$ cat src/rtl/core/assert_macros.svh
// assert_macros.svh: assertion helpers for the JSON string decoder RTL.
// No dependencies. Expects clk and rst_n in the scope where a macro is used.
`ifndef ASSERT_MACROS_SVH
`define ASSERT_MACROS_SVH

// Same-cycle implication, checked outside reset
`define ASSERT_IMPLIES(lbl, ante, cons, msg) \
  lbl: assert property (@(posedge clk) disable iff (!rst_n) (ante) |-> (cons)) else $error(msg);

// Next-cycle implication, checked outside reset
`define ASSERT_NEXT(lbl, ante, cons, msg) \
  lbl: assert property (@(posedge clk) disable iff (!rst_n) (ante) |=> (cons)) else $error(msg);

`endif

$ cat src/rtl/core/jsd_pkg.sv
// jsd_pkg: types, codes and helpers shared by the JSON string decoder.
// No dependencies.
`timescale 1ns / 1ps

package jsd_pkg;

  // Parser modes
  typedef enum logic [1:0] {
    MODE_IDLE,
    MODE_STR,
    MODE_ESC,
    MODE_HEX
  } mode_t;

  // Result kinds
  localparam logic [1:0] KIND_DATA = 2'd0;
  localparam logic [1:0] KIND_END  = 2'd1;
  localparam logic [1:0] KIND_ERR  = 2'd2;

  // Error codes
  localparam logic [2:0] ERR_NONE     = 3'd0;
  localparam logic [2:0] ERR_NO_QUOTE = 3'd1;
  localparam logic [2:0] ERR_EOF      = 3'd2;
  localparam logic [2:0] ERR_ESCAPE   = 3'd3;
  localparam logic [2:0] ERR_HEX      = 3'd4;

  // ASCII characters the parser looks for
  localparam logic [7:0] CH_QUOTE  = 8'h22;
  localparam logic [7:0] CH_BSLASH = 8'h5c;
  localparam logic [7:0] CH_SLASH  = 8'h2f;
  localparam logic [7:0] CH_B      = 8'h62;
  localparam logic [7:0] CH_F      = 8'h66;
  localparam logic [7:0] CH_N      = 8'h6e;
  localparam logic [7:0] CH_R      = 8'h72;
  localparam logic [7:0] CH_T      = 8'h74;
  localparam logic [7:0] CH_U      = 8'h75;
  localparam logic [7:0] CH_0      = 8'h30;
  localparam logic [7:0] CH_9      = 8'h39;
  localparam logic [7:0] CH_LA     = 8'h61;
  localparam logic [7:0] CH_LF     = 8'h66;
  localparam logic [7:0] CH_UA     = 8'h41;
  localparam logic [7:0] CH_UF     = 8'h46;

  // Control bytes produced by escapes
  localparam logic [7:0] BYTE_BS  = 8'h08;
  localparam logic [7:0] BYTE_FF  = 8'h0c;
  localparam logic [7:0] BYTE_LF  = 8'h0a;
  localparam logic [7:0] BYTE_CR  = 8'h0d;
  localparam logic [7:0] BYTE_TAB = 8'h09;

  // UTF-8 encoding
  localparam logic [15:0] CP_MAX_1B  = 16'h007f;
  localparam logic [15:0] CP_MAX_2B  = 16'h07ff;
  localparam logic [7:0]  UTF8_LEAD2 = 8'hc0;
  localparam logic [7:0]  UTF8_LEAD3 = 8'he0;
  localparam logic [7:0]  UTF8_CONT  = 8'h80;

  // Command from parser to output side
  typedef enum logic {
    CMD_BYTE,   // one result: data[7:0], kind, err
    CMD_CP      // code point in data, sent as 1 to 3 UTF-8 bytes
  } cmd_op_t;

  typedef struct packed {
    cmd_op_t     op;
    logic [15:0] data;
    logic [1:0]  kind;
    logic [2:0]  err;
  } cmd_t;

  // Queue write side
  typedef struct packed {
    logic push;
    cmd_t cmd;
  } q_wr_t;

  // Queue status and head entry
  typedef struct packed {
    logic empty;
    logic full;
    cmd_t head;
  } q_rd_t;

  // Hex digit decode: {valid, value}
  function automatic logic [4:0] hex_digit(input logic [7:0] b);
    logic [4:0] res;
    res = '0;
    case (b) inside
      [CH_0:CH_9]:   res = {1'b1, 4'(b - CH_0)};
      [CH_LA:CH_LF]: res = {1'b1, 4'(b - CH_LA + 8'd10)};
      [CH_UA:CH_UF]: res = {1'b1, 4'(b - CH_UA + 8'd10)};
      default:       res = '0;
    endcase
    return res;
  endfunction

endpackage

$ cat src/rtl/core/jsd_in_if.sv
// jsd_in_if: input byte channel of the JSON string decoder.
// No dependencies.
`timescale 1ns / 1ps

interface jsd_in_if;
  logic       valid;
  logic       ready;
  logic [7:0] in_byte;
  logic       in_eof;

  modport source (output valid, output in_byte, output in_eof, input ready);
  modport sink   (input valid, input in_byte, input in_eof, output ready);
endinterface

$ cat src/rtl/core/jsd_out_if.sv
// jsd_out_if: result channel of the JSON string decoder.
// No dependencies.
`timescale 1ns / 1ps

interface jsd_out_if;
  logic       valid;
  logic       ready;
  logic [7:0] out_byte;
  logic [1:0] out_kind;
  logic [2:0] err_code;
  logic       last;

  modport source (output valid, output out_byte, output out_kind, output err_code,
                  output last, input ready);
  modport sink   (input valid, input out_byte, input out_kind, input err_code,
                  input last, output ready);
endinterface

$ cat src/rtl/core/jsd_front.sv
// jsd_front: string parser; takes one input byte per transfer and queues
// at most one command for it. Depends on jsd_pkg and jsd_in_if.
`timescale 1ns / 1ps

module jsd_front (
  input  logic           clk,
  input  logic           rst_n,
  jsd_in_if.sink         in_ch,
  input  logic           q_full,
  output jsd_pkg::q_wr_t q_wr
);
  import jsd_pkg::*;

  mode_t       mode_r, mode_nxt;
  logic [1:0]  hex_cnt_r, hex_cnt_nxt;
  logic [15:0] cp_r, cp_nxt;
  logic        accept;
  logic [4:0]  hx;
  logic [15:0] cp_shift;

  assign in_ch.ready = !q_full;
  assign accept      = in_ch.valid && !q_full;
  assign hx          = hex_digit(in_ch.in_byte);
  assign cp_shift    = {cp_r[11:0], hx[3:0]};

  // State registers
  always_ff @(posedge clk) begin
    if (!rst_n) begin
      mode_r    <= MODE_IDLE;
      hex_cnt_r <= '0;
      cp_r      <= '0;
    end else begin
      mode_r    <= mode_nxt;
      hex_cnt_r <= hex_cnt_nxt;
      cp_r      <= cp_nxt;
    end
  end

  // Next state and command
  always_comb begin
    mode_nxt    = mode_r;
    hex_cnt_nxt = hex_cnt_r;
    cp_nxt      = cp_r;
    q_wr.push   = 1'b0;
    q_wr.cmd    = '{op: CMD_BYTE, data: '0, kind: KIND_DATA, err: ERR_NONE};
    if (accept) begin
      case (mode_r)
        MODE_IDLE: begin
          if (!in_ch.in_eof) begin
            if (in_ch.in_byte == CH_QUOTE) begin
              mode_nxt = MODE_STR;
            end else begin
              q_wr.push     = 1'b1;
              q_wr.cmd.kind = KIND_ERR;
              q_wr.cmd.err  = ERR_NO_QUOTE;
            end
          end
        end
        MODE_STR: begin
          if (in_ch.in_eof) begin
            mode_nxt      = MODE_IDLE;
            q_wr.push     = 1'b1;
            q_wr.cmd.kind = KIND_ERR;
            q_wr.cmd.err  = ERR_EOF;
          end else if (in_ch.in_byte == CH_QUOTE) begin
            mode_nxt      = MODE_IDLE;
            q_wr.push     = 1'b1;
            q_wr.cmd.kind = KIND_END;
          end else if (in_ch.in_byte == CH_BSLASH) begin
            mode_nxt = MODE_ESC;
          end else begin
            q_wr.push     = 1'b1;
            q_wr.cmd.data = {8'd0, in_ch.in_byte};
          end
        end
        MODE_ESC: begin
          q_wr.push = 1'b1;
          mode_nxt  = MODE_STR;
          if (in_ch.in_eof) begin
            mode_nxt      = MODE_IDLE;
            q_wr.cmd.kind = KIND_ERR;
            q_wr.cmd.err  = ERR_EOF;
          end else begin
            case (in_ch.in_byte)
              CH_QUOTE, CH_BSLASH, CH_SLASH: q_wr.cmd.data = {8'd0, in_ch.in_byte};
              CH_B: q_wr.cmd.data = {8'd0, BYTE_BS};
              CH_F: q_wr.cmd.data = {8'd0, BYTE_FF};
              CH_N: q_wr.cmd.data = {8'd0, BYTE_LF};
              CH_R: q_wr.cmd.data = {8'd0, BYTE_CR};
              CH_T: q_wr.cmd.data = {8'd0, BYTE_TAB};
              CH_U: begin
                // start of a \u escape: no result yet
                q_wr.push   = 1'b0;
                mode_nxt    = MODE_HEX;
                hex_cnt_nxt = '0;
                cp_nxt      = '0;
              end
              default: begin
                mode_nxt      = MODE_IDLE;
                q_wr.cmd.kind = KIND_ERR;
                q_wr.cmd.err  = ERR_ESCAPE;
              end
            endcase
          end
        end
        MODE_HEX: begin
          if (in_ch.in_eof || !hx[4]) begin
            mode_nxt      = MODE_IDLE;
            hex_cnt_nxt   = '0;
            cp_nxt        = '0;
            q_wr.push     = 1'b1;
            q_wr.cmd.kind = KIND_ERR;
            q_wr.cmd.err  = in_ch.in_eof ? ERR_EOF : ERR_HEX;
          end else if (hex_cnt_r == 2'd3) begin
            // fourth digit completes the code point
            mode_nxt      = MODE_STR;
            hex_cnt_nxt   = '0;
            cp_nxt        = '0;
            q_wr.push     = 1'b1;
            q_wr.cmd.op   = CMD_CP;
            q_wr.cmd.data = cp_shift;
          end else begin
            hex_cnt_nxt = hex_cnt_r + 2'd1;
            cp_nxt      = cp_shift;
          end
        end
        default: mode_nxt = MODE_IDLE;
      endcase
    end
  end

endmodule

$ cat src/rtl/core/jsd_queue.sv
// jsd_queue: small command FIFO between parser and output side.
// Depends on jsd_pkg.
`timescale 1ns / 1ps

module jsd_queue #(
  parameter int DEPTH = 4
) (
  input  logic           clk,
  input  logic           rst_n,
  input  jsd_pkg::q_wr_t q_wr,
  input  logic           pop,
  output jsd_pkg::q_rd_t q_rd
);
  import jsd_pkg::*;

  localparam int PTR_W = (DEPTH > 1) ? $clog2(DEPTH) : 1;
  localparam int CNT_W = $clog2(DEPTH + 1);

  cmd_t             entries_r [DEPTH];
  logic [PTR_W-1:0] wr_ptr_r, rd_ptr_r;
  logic [CNT_W-1:0] count_r;
  logic             push_ok, pop_ok;

  assign q_rd.empty = (count_r == '0);
  assign q_rd.full  = (count_r == CNT_W'(DEPTH));
  assign q_rd.head  = entries_r[rd_ptr_r];
  assign push_ok    = q_wr.push && !q_rd.full;
  assign pop_ok     = pop && !q_rd.empty;

  // Entry storage
  always_ff @(posedge clk) begin
    if (push_ok) begin
      entries_r[wr_ptr_r] <= q_wr.cmd;
    end
  end

  // Pointers and fill count
  always_ff @(posedge clk) begin
    if (!rst_n) begin
      wr_ptr_r <= '0;
      rd_ptr_r <= '0;
      count_r  <= '0;
    end else begin
      if (push_ok) begin
        wr_ptr_r <= (wr_ptr_r == PTR_W'(DEPTH - 1)) ? '0 : wr_ptr_r + PTR_W'(1);
      end
      if (pop_ok) begin
        rd_ptr_r <= (rd_ptr_r == PTR_W'(DEPTH - 1)) ? '0 : rd_ptr_r + PTR_W'(1);
      end
      case ({push_ok, pop_ok})
        2'b10:   count_r <= count_r + CNT_W'(1);
        2'b01:   count_r <= count_r - CNT_W'(1);
        default: count_r <= count_r;
      endcase
    end
  end

endmodule

$ cat src/rtl/core/jsd_back.sv
// jsd_back: expands queued commands into result transfers, UTF-8 encoding
// code points into 1 to 3 bytes. Depends on jsd_pkg and jsd_out_if.
`timescale 1ns / 1ps

module jsd_back (
  input  logic           clk,
  input  logic           rst_n,
  input  jsd_pkg::q_rd_t q_rd,
  output logic           pop,
  jsd_out_if.source      out_ch
);
  import jsd_pkg::*;

  logic [1:0]  idx_r;
  logic [1:0]  n_bytes;
  logic [7:0]  byte_sel;
  logic [15:0] cp;
  logic        is_last;
  logic        load;
  logic        out_valid_r;
  logic [7:0]  out_byte_r;
  logic [1:0]  out_kind_r;
  logic [2:0]  err_code_r;
  logic        last_r;

  assign cp = q_rd.head.data;

  // Byte count and byte at the current index
  always_comb begin
    n_bytes  = 2'd1;
    byte_sel = cp[7:0];
    if (q_rd.head.op == CMD_CP) begin
      if (cp <= CP_MAX_1B) begin
        n_bytes  = 2'd1;
        byte_sel = cp[7:0];
      end else if (cp <= CP_MAX_2B) begin
        n_bytes  = 2'd2;
        byte_sel = (idx_r == 2'd0) ? (UTF8_LEAD2 | {3'd0, cp[10:6]})
                                   : (UTF8_CONT | {2'd0, cp[5:0]});
      end else begin
        n_bytes = 2'd3;
        case (idx_r)
          2'd0:    byte_sel = UTF8_LEAD3 | {4'd0, cp[15:12]};
          2'd1:    byte_sel = UTF8_CONT | {2'd0, cp[11:6]};
          default: byte_sel = UTF8_CONT | {2'd0, cp[5:0]};
        endcase
      end
    end
  end

  assign is_last = (idx_r == n_bytes - 2'd1);
  assign load    = !q_rd.empty && (!out_valid_r || out_ch.ready);
  assign pop     = load && is_last;

  // Byte index within the current command and output valid
  always_ff @(posedge clk) begin
    if (!rst_n) begin
      idx_r       <= '0;
      out_valid_r <= 1'b0;
    end else begin
      if (load) begin
        idx_r <= is_last ? 2'd0 : idx_r + 2'd1;
      end
      if (load) begin
        out_valid_r <= 1'b1;
      end else if (out_ch.ready) begin
        out_valid_r <= 1'b0;
      end
    end
  end

  // Output payload register
  always_ff @(posedge clk) begin
    if (load) begin
      out_byte_r <= byte_sel;
      out_kind_r <= q_rd.head.kind;
      err_code_r <= q_rd.head.err;
      last_r     <= is_last;
    end
  end

  assign out_ch.valid    = out_valid_r;
  assign out_ch.out_byte = out_byte_r;
  assign out_ch.out_kind = out_kind_r;
  assign out_ch.err_code = err_code_r;
  assign out_ch.last     = last_r;

endmodule

$ cat src/rtl/core/json_string_literal_decoder.sv
// json_string_literal_decoder: top level of the JSON string decoder.
// Depends on jsd_pkg, jsd_in_if, jsd_out_if, jsd_front, jsd_queue, jsd_back
// and assert_macros.svh.
`timescale 1ns / 1ps
`include "assert_macros.svh"

// Decodes quoted JSON string literals one input byte per transfer, with
// escape and \u handling (code points sent as 1 to 3 UTF-8 bytes), and
// reports string ends and errors as results; the last result of each
// input byte carries last. An input byte is taken every cycle as long as
// the command queue (QUEUE_DEPTH entries) has room. The output side sends
// one result per cycle while the receiver is ready, so a \u escape
// that yields 2 or 3 bytes holds the output until its last byte is
// sent; input keeps flowing into the queue meanwhile and stalls only
// when it fills. Results pass through the queue to a registered output.
module json_string_literal_decoder #(
  parameter int QUEUE_DEPTH = 4
) (
  input  logic      clk,
  input  logic      rst_n,
  jsd_in_if.sink    in_ch,
  jsd_out_if.source out_ch
);
  import jsd_pkg::*;

  q_wr_t q_wr;
  q_rd_t q_rd;
  logic  q_pop;

  jsd_front u_front (
    .clk    (clk),
    .rst_n  (rst_n),
    .in_ch  (in_ch),
    .q_full (q_rd.full),
    .q_wr   (q_wr)
  );

  jsd_queue #(
    .DEPTH (QUEUE_DEPTH)
  ) u_queue (
    .clk   (clk),
    .rst_n (rst_n),
    .q_wr  (q_wr),
    .pop   (q_pop),
    .q_rd  (q_rd)
  );

  jsd_back u_back (
    .clk    (clk),
    .rst_n  (rst_n),
    .q_rd   (q_rd),
    .pop    (q_pop),
    .out_ch (out_ch)
  );

  // Parser never pushes into a full queue
  `ASSERT_IMPLIES(a_no_push_full, q_wr.push, !q_rd.full, "push into full command queue")
  // End of string and errors are always a single, final result
  `ASSERT_IMPLIES(a_ctrl_last, out_ch.valid && (out_ch.out_kind != KIND_DATA), out_ch.last, "end or error result not marked last")
  // Error code present exactly on error results
  `ASSERT_IMPLIES(a_err_kind, out_ch.valid, (out_ch.out_kind == KIND_ERR) == (out_ch.err_code != ERR_NONE), "error code does not match result kind")
  // A popped command leaves the queue with room
  `ASSERT_NEXT(a_pop_room, q_pop && !q_wr.push, !q_rd.full, "queue still full after pop")

endmodule

$ cat src/flat_wrapper.sv
// flat-port wrapper written by rule: the top's interface ports become plain ports
module json_string_literal_decoder_flat import jsd_pkg::*;
#(
  parameter int QUEUE_DEPTH = 4
)
  (clk, rst_n, in_ch_valid, in_ch_in_byte, in_ch_in_eof, in_ch_ready, out_ch_valid, out_ch_out_byte, out_ch_out_kind, out_ch_err_code, out_ch_last, out_ch_ready);
  jsd_in_if in_ch_i ();
  jsd_out_if out_ch_i ();
  input  logic clk;
  input  logic rst_n;
  input wire logic [$bits(in_ch_i.valid)-1:0] in_ch_valid;
  input wire logic [$bits(in_ch_i.in_byte)-1:0] in_ch_in_byte;
  input wire logic [$bits(in_ch_i.in_eof)-1:0] in_ch_in_eof;
  output wire logic [$bits(in_ch_i.ready)-1:0] in_ch_ready;
  output wire logic [$bits(out_ch_i.valid)-1:0] out_ch_valid;
  output wire logic [$bits(out_ch_i.out_byte)-1:0] out_ch_out_byte;
  output wire logic [$bits(out_ch_i.out_kind)-1:0] out_ch_out_kind;
  output wire logic [$bits(out_ch_i.err_code)-1:0] out_ch_err_code;
  output wire logic [$bits(out_ch_i.last)-1:0] out_ch_last;
  input wire logic [$bits(out_ch_i.ready)-1:0] out_ch_ready;
  assign in_ch_i.valid = in_ch_valid;
  assign in_ch_i.in_byte = in_ch_in_byte;
  assign in_ch_i.in_eof = in_ch_in_eof;
  assign in_ch_ready = in_ch_i.ready;
  assign out_ch_valid = out_ch_i.valid;
  assign out_ch_out_byte = out_ch_i.out_byte;
  assign out_ch_out_kind = out_ch_i.out_kind;
  assign out_ch_err_code = out_ch_i.err_code;
  assign out_ch_last = out_ch_i.last;
  assign out_ch_i.ready = out_ch_ready;
  json_string_literal_decoder #(.QUEUE_DEPTH(QUEUE_DEPTH)) u_core (.clk(clk), .rst_n(rst_n), .in_ch(in_ch_i), .out_ch(out_ch_i));
endmodule
$ cat config.mk
export PLATFORM = sky130hd
export DESIGN_NAME = json_string_literal_decoder_flat
export DESIGN_NICKNAME = d
export VERILOG_FILES = /design/src/rtl/core/jsd_pkg.sv /design/src/rtl/core/jsd_in_if.sv /design/src/rtl/core/jsd_out_if.sv /design/src/rtl/core/jsd_front.sv /design/src/rtl/core/jsd_queue.sv /design/src/rtl/core/jsd_back.sv /design/src/rtl/core/json_string_literal_decoder.sv /design/src/flat_wrapper.sv
export VERILOG_INCLUDE_DIRS = /design/src /design/src/rtl/core
export SDC_FILE = /design/constraint.sdc
export NUM_CORES = 1
export LEC_CHECK = 0
export BUFFER_PORTS_ARGS = -buffer_cell sky130_fd_sc_hd__buf_4
export CELL_PAD_IN_SITES_DETAIL_PLACEMENT = 1
export CELL_PAD_IN_SITES_GLOBAL_PLACEMENT = 1
export CORE_MARGIN = 3
export CORE_UTILIZATION = 35
export CTS_CLUSTER_DIAMETER = 40
export CTS_CLUSTER_SIZE = 25
export DETAILED_ROUTE_END_ITERATION = 10
export PLACE_DENSITY = 0.6
export SYNTH_ARGS = -nofsm -noshare
export SYNTH_HDL_FRONTEND = slang
export SYNTH_SLANG_ARGS = --single-unit
$ cat constraint.sdc
create_clock -name clk -period 9.9 [get_ports clk]
set_input_delay 1.98 -clock clk [delete_from_list [all_inputs] [get_ports clk]]
set_output_delay 1.98 -clock clk [all_outputs]
set_load 0.02 [all_outputs]
# Word level (Yosys, flattened, before mapping)
# Memory sizes are Yosys's and may differ from the RTL's. A register that Yosys moved wholly into a read port is not among the register bits.
# Index checks and enable logic that the tools add are counted.
# word_totals
reg_bits,40
latchBits,0
ram_bits,88
romBits,0
in_bits,13
output_inout_bits,16
elab_cells,154
n_memories,1
# op_classes
addsub,12
n_mul,0
n_div,0
n_lt_le_gt_ge,8
eq_ne,26
shifts,0
muxes,70
bitwise_logic,0
reduce_logical,25
# mem_list
name,depth,width,read_ports,rd_clocked_by_memory_dff,write_ports,line_no,text
u_core.u_queue.entries_r,4,22,1,1,1,jsd_queue.sv:19,cmd_t entries_r [DEPTH];
# ops
operator,n
"8-bit by 7-bit equality test with 1-bit output, second input constant",7
12-bit two-way mux,4
8-bit two-way mux,6
16-bit case mux with 3 select lines,1
8-bit case mux with 6 select lines,1
2-bit two-way mux,21
5-bit two-way mux,8
12-bit case mux with 2 select lines,1
23-bit two-way mux,1
5-bit case mux with 4 select lines,1
18-bit two-way mux,1
17-bit two-way mux,1
"8-bit by 6-bit equality test with 1-bit output, second input constant",2
"8-bit by 7-bit greater-or-equal comparator with 1-bit output, second input constant",2
"16-bit by 11-bit <= comparator with 1-bit output, second input constant",1
"16-bit by 7-bit <= comparator with 1-bit output, second input constant",1
"8-bit by 7-bit <= comparator with 1-bit output, second input constant",2
1-bit two-way mux,15
7-bit two-way mux,2
7-bit case mux with 2 select lines,1
"2-bit equality test, second input constant",6
"4-bit by 1-bit subtractor with 4-bit output, second input constant",3
9-bit OR reduction,1
"2-bit by 1-bit adder with 2-bit output, second input constant",4
other kinds (28),48

# Depth between registers and ports, before layout
# depth
depth_word,13
mapped_depth,14
depth_no_buf,14

# Cells and area by module
# A second synthesis with hierarchy kept.
# hier_totals
cells_unflattened,473
area_unflattened_um2,6232.2
# by_module_without_submodules
module,instances,cells_each,area_per_inst_um2,seq_area_each_um2
jsd_queue,1,170,3672.3,2822.7
jsd_front,1,215,1646.6,320.3
jsd_back,1,88,913.4,480.5

# Worst setup path before layout
# Ideal clock, no wire load.
# synth_path
path_kind,in2reg
from,input port in_ch_in_byte[3]
to,register u_core.u_queue.count_r[2]
setup_time_ps,76
arrival_ps,4793
t_required_ps,9824
path_slack_ps,5031
path_stages,12
n_path_buf,0
path_cell_list,or4b_2 -> nor3_2 -> nor2_1 -> o31ai_1 -> a21oi_1 -> inv_1 -> ha_1 -> inv_1 -> fa_1 -> xor2_1 -> or3_1 -> a21boi_0
# synth_via
elab_chain_len,13
elab_cells_between_ends,32
classes_between,order compare (6); eq/ne (5); mux (14); reduce/logical (7)
# synth_rtl
item,line_no,text
start: declaration,flat_wrapper.sv:12,input wire logic [$bits(in_ch_i.in_byte)-1:0] in_ch_in_byte;
8-bit by 7-bit greater-or-equal comparator with 1-bit output (not written as such) / 8-bit by 7-bit <= comparator with 1-bit output (equally long branches),jsd_front.sv:23,assign hx = hex_digit(in_ch.in_byte);
1-bit logical AND (not written as such),jsd_front.sv:23,
5-bit two-way mux (3 in a row),jsd_pkg.sv:88,case (b) inside
1-bit logical NOT,jsd_front.sv:107,if (in_ch.in_eof || !hx[4]) begin
1-bit logical OR,jsd_front.sv:107,
1-bit two-way mux,jsd_front.sv:107,
1-bit case mux with 4 select lines (*),jsd_front.sv:47,case (mode_r)
23-bit two-way mux (*),jsd_front.sv:46,if (accept) begin
1-bit logical AND (*),jsd_queue.sv:27,assign push_ok = q_wr.push && !q_rd.full;
2-bit by 1-bit equality test with 1-bit output / 2-bit equality test (equally long branches),jsd_queue.sv:50,"case ({push_ok, pop_ok})"
3-bit case mux with 2 select lines / 2-bit nonzero test (equally long branches),-,
end signal: assignment,jsd_queue.sv:51,2'b10: count_r <= count_r + CNT_W'(1);
end signal: assignment,jsd_queue.sv:52,2'b01: count_r <= count_r - CNT_W'(1);
end signal: assignment,jsd_queue.sv:53,default: count_r <= count_r;
end: declaration,jsd_queue.sv:21,logic [CNT_W-1:0] count_r;
# Every way passes the cells marked *; elsewhere a longest branch is shown, timed or not.
# A chain may end at the register's enable or synchronous reset.

# Worst setup path in the final report
# Same ends and word-level chain as after synthesis.

==> reports/results.ini <==
[synth]
synthXorXnorAreaFrac_pct=0.292
synth.area.mux_share_pct=9.43
synth_flop_cell=edfxtp_1
ys_async_sr_fraction_pct=0
synth_area_per_cell_um2=13.5
synth_top_cell_area_share_pct=51.0
synth_nets=479
synth_top_area_cell=edfxtp_1
syn_inst=446
yosys_warnings=0
synth_area_leaders=edfxtp_1, dfxtp_1, mux4_2
synth_edf_count=102
synth_cell_types=61
ys_seq_area_share_pct=60.3
synth_top_family_by_area=simple AND/OR/NAND/NOR gates
synth-seq-cells=130
yosys.area_share.simple_pct=12.3
synth_area_um2=6010
synth-adder-area-share_pct=4.29
synth_compound_area_share_pct=10.8

[pwr]
p_sw_mw=0.444
sw_frac_of_total_pct=28.0
peakVddDrop_v=0.000135
powerDensity_nw_per_um2=226
comb_power_share_pct=21.5
clkPwrFrac_pct=35.0
power_leakage_nw=2.38
cell_internal_pwr_mw=1.14
seqPwrFrac_pct=43.5

[clocking]
clk_pin_slew_worst_paths_ns=0.06
cts_setup_buffers=0
ctsLongestPathBuffers=2
cts-hold-fix-buffers=0
cts_sinks=130
cts.htree.levels=4
clock_latency_ns=0.41
cts.repair.resized=0
root_buffer=clkbuf_16
tritoncts=built
numCtsBuffers=17

[route]
routed_wirelength_um=13900
drt-initial-drc-count=201
vias=3799
routedWlPerCell_um=19.3
avgViaCountPerCell=5.29
route.detailed.drc=0
dr.pass1.iters=4
ant_nets=0

[critical_path]
cp-start-kind=primary input
reg2reg_depth=11
critical_path_class=primary input to register
endpoint_kind=register
crit_fanout=14
worstPathArrival_ns=5.30
r2r-end=u_core.u_queue.count_r[2]
reg2reg_slack_ns=5.60
cp.required_ns=10.24

[grt]
grt_max_degree=32
grt_pass1_wl_um=22300
grt_usage_pct=16.1
grt-ovfl-total=0
grt_pass1_vias=3981
antenna_found_initial=0

[sta]
hold_viol=0
slew_viol_final=0
min_period_ns=4.96
min_period_over_period_pct=50.1
setup_viol=0
tns_ns=0
finalWorstSetupSlack_ns=4.94
worstMarginPinSlew_ns=1.27
fin_hold_ws_ns=0.489
fmax_mhz=201
slew_headroom_pct=14.6
skew_ns=0.00770
rsz0062_at_grt=no

[floorplanning]
die_w_um=137
die_h_um=137
die_area_um2=18800
pin_count=29
core_area_um2=16700
rows=47
start_util_pct=36.0

[cells_and_area]
fin_util_pct=41.9
drive_above_1_share_pct=18.5
fill_cells=1745
diodes=0
stdcell_count=718
area_growth_pct=16.6
layout.nets=518

[placement]
routabilityCongestion=0.901
portBuffers=28
dp_hpwl_um=9680
dp_slack_ns=4.50
place_inst=686

[hold_path]
min_to=u_core.u_back.out_ch.valid
min_path_type=register to register
min_from=u_core.u_back.out_ch.valid
whs_path_depth=2

[outcome]
status=complete, no violations

[run]
cap_violations=0

-- registers in the layout, indices dropped and copies added, names as in the netlist, 3 cells and up, named ones only --
| signal | count |
|---|---|
| u_core.u_back.out_ch.out_byte | 8 |
| u_core.u_front.cp_r | 12 |
| u_core.u_back.out_ch.err_code | 3 |
| u_core.u_queue.entries_r | 88 |
| u_core.u_queue.count_r | 3 |
-- how the worst max path moves through the flow --
stage	startpoint	endpoint	slack [ns]	cells past startpoint
final	in_ch_in_byte[3]	u_core.u_queue.count_r[2]	4.94	13
after global routing	in_ch_in_byte[1]	u_core.u_queue.count_r[2]	4.67	15
after CTS	in_ch_in_byte[3]	u_core.u_queue.count_r[2]	4.93	13
after detailed placement	in_ch_in_byte[3]	u_core.u_queue.count_r[2]	4.50	13
after global placement	in_ch_in_byte[3]	u_core.u_queue.count_r[2]	4.61	13
after floorplan	in_ch_in_byte[3]	u_core.u_queue.count_r[2]	5.03	12
-- kinds of logic after synthesis --
group	after synthesis
buffers and inverters	39
DFF	130
xor gates and xnor gates	2
AOI/OAI and AO/OA	96
adders and majority gates	20
muxes	28
and+or+nand+nor	131
-- power by group through the flow --
stage / Sequential [mW] / Combinational [mW] / Clock [mW]
detailed placement: 0.700 / 0.347 / 0
CTS: 0.690 / 0.349 / 0.568
floorplan: 0.735 / 0.186 / 0
finish: 0.689 / 0.341 / 0.555
global route: 0.696 / 0.377 / 0.598
global placement: 0.698 / 0.338 / 0
-- synth_stat cells, types with 3 or more instances --
cell type	instances
edfxtp_1	102
dfxtp_1	28
inv_1	25
nand2_1	25
a21oi_1	19
a22oi_1	19
ha_1	19
mux4_2	19
nor2b_1	18
nor2_1	17
o21ai_0	17
and2_1	15
clkbuf_1	10
nand2b_1	8
nor3_1	8
nand3_1	7
a21o_1	6
mux2i_1	6
o22ai_1	6
or3_1	5
a21boi_0	4
nand4_1	4
a31oi_1	3
and3_1	3
mux4_1	3
or2_2	3
-- worst max-delay path, stage by stage --
cell and delay [ns]:
buf_4 0.16, or4b_2 0.70, nor3_2 0.35, nor2_1 0.19
o31ai_1 0.27, a21oi_1 0.23, inv_1 0.10, ha_1 0.19
inv_1 0.07, fa_1 0.44, xor2_1 0.17, or3_1 0.30
a21boi_0 0.15
-- per-stage QoR --
stage	total power, mW	cell area, um2
finish	1.58	7010
global placement	1.04	6480
global route	1.67	7010
detailed placement	1.05	6480
floorplan	0.921	6010
CTS	1.61	7010
-- area by class of cell --
class	count	area, um2	area share [%]
clock buffers	19	433	6.18
repair buffers	34	255	3.64
multi-input cells	277	2230	31.8
flip-flops and latches	130	3620	51.7
well taps	220	275	3.93
clock inverters	13	95.1	1.36
inverters	25	93.8	1.34
-- cells in the final DEF, fill, tap and decap left out, types with 3 or more instances in the layout --
| cell type | synthesis | final |
|---|---|---|
| o21ai_0 | 17 | 17 |
| and2_1 | 15 | 15 |
| mux4_2 | 19 | 19 |
| clkinv_1 | 0 | 3 |
| a21oi_1 | 19 | 19 |
| a31oi_1 | 3 | 3 |
| clkbuf_16 | 0 | 17 |
| dfxtp_1 | 28 | 28 |
| nand2_1 | 25 | 25 |
| clkinv_2 | 0 | 6 |
| nor2_1 | 17 | 17 |
| ha_1 | 19 | 19 |
| inv_1 | 25 | 25 |
| o22ai_1 | 6 | 6 |
| a21boi_0 | 4 | 4 |
| nand4_1 | 4 | 4 |
| nand3_1 | 7 | 7 |
| a21o_1 | 6 | 6 |
| or3_1 | 5 | 5 |
| buf_4 | 0 | 34 |
| mux2i_1 | 6 | 6 |
| edfxtp_1 | 102 | 102 |
| and3_1 | 3 | 3 |
| a22oi_1 | 19 | 19 |
| nor3_1 | 8 | 8 |
| mux4_1 | 3 | 3 |
| nand2b_1 | 8 | 8 |
| or2_2 | 3 | 3 |
| nor2b_1 | 18 | 18 |
-- metal layers --
layer	vias to the layer above	wire (um)	GRT usage (%)
met5	-	0	0
met4	0	157	5.49
met3	15	427	3.90
met2	69	6860	26.6
met1	1922	6420	20.7
li1	1793	-	-
Power figures use the tool's default switching activity.
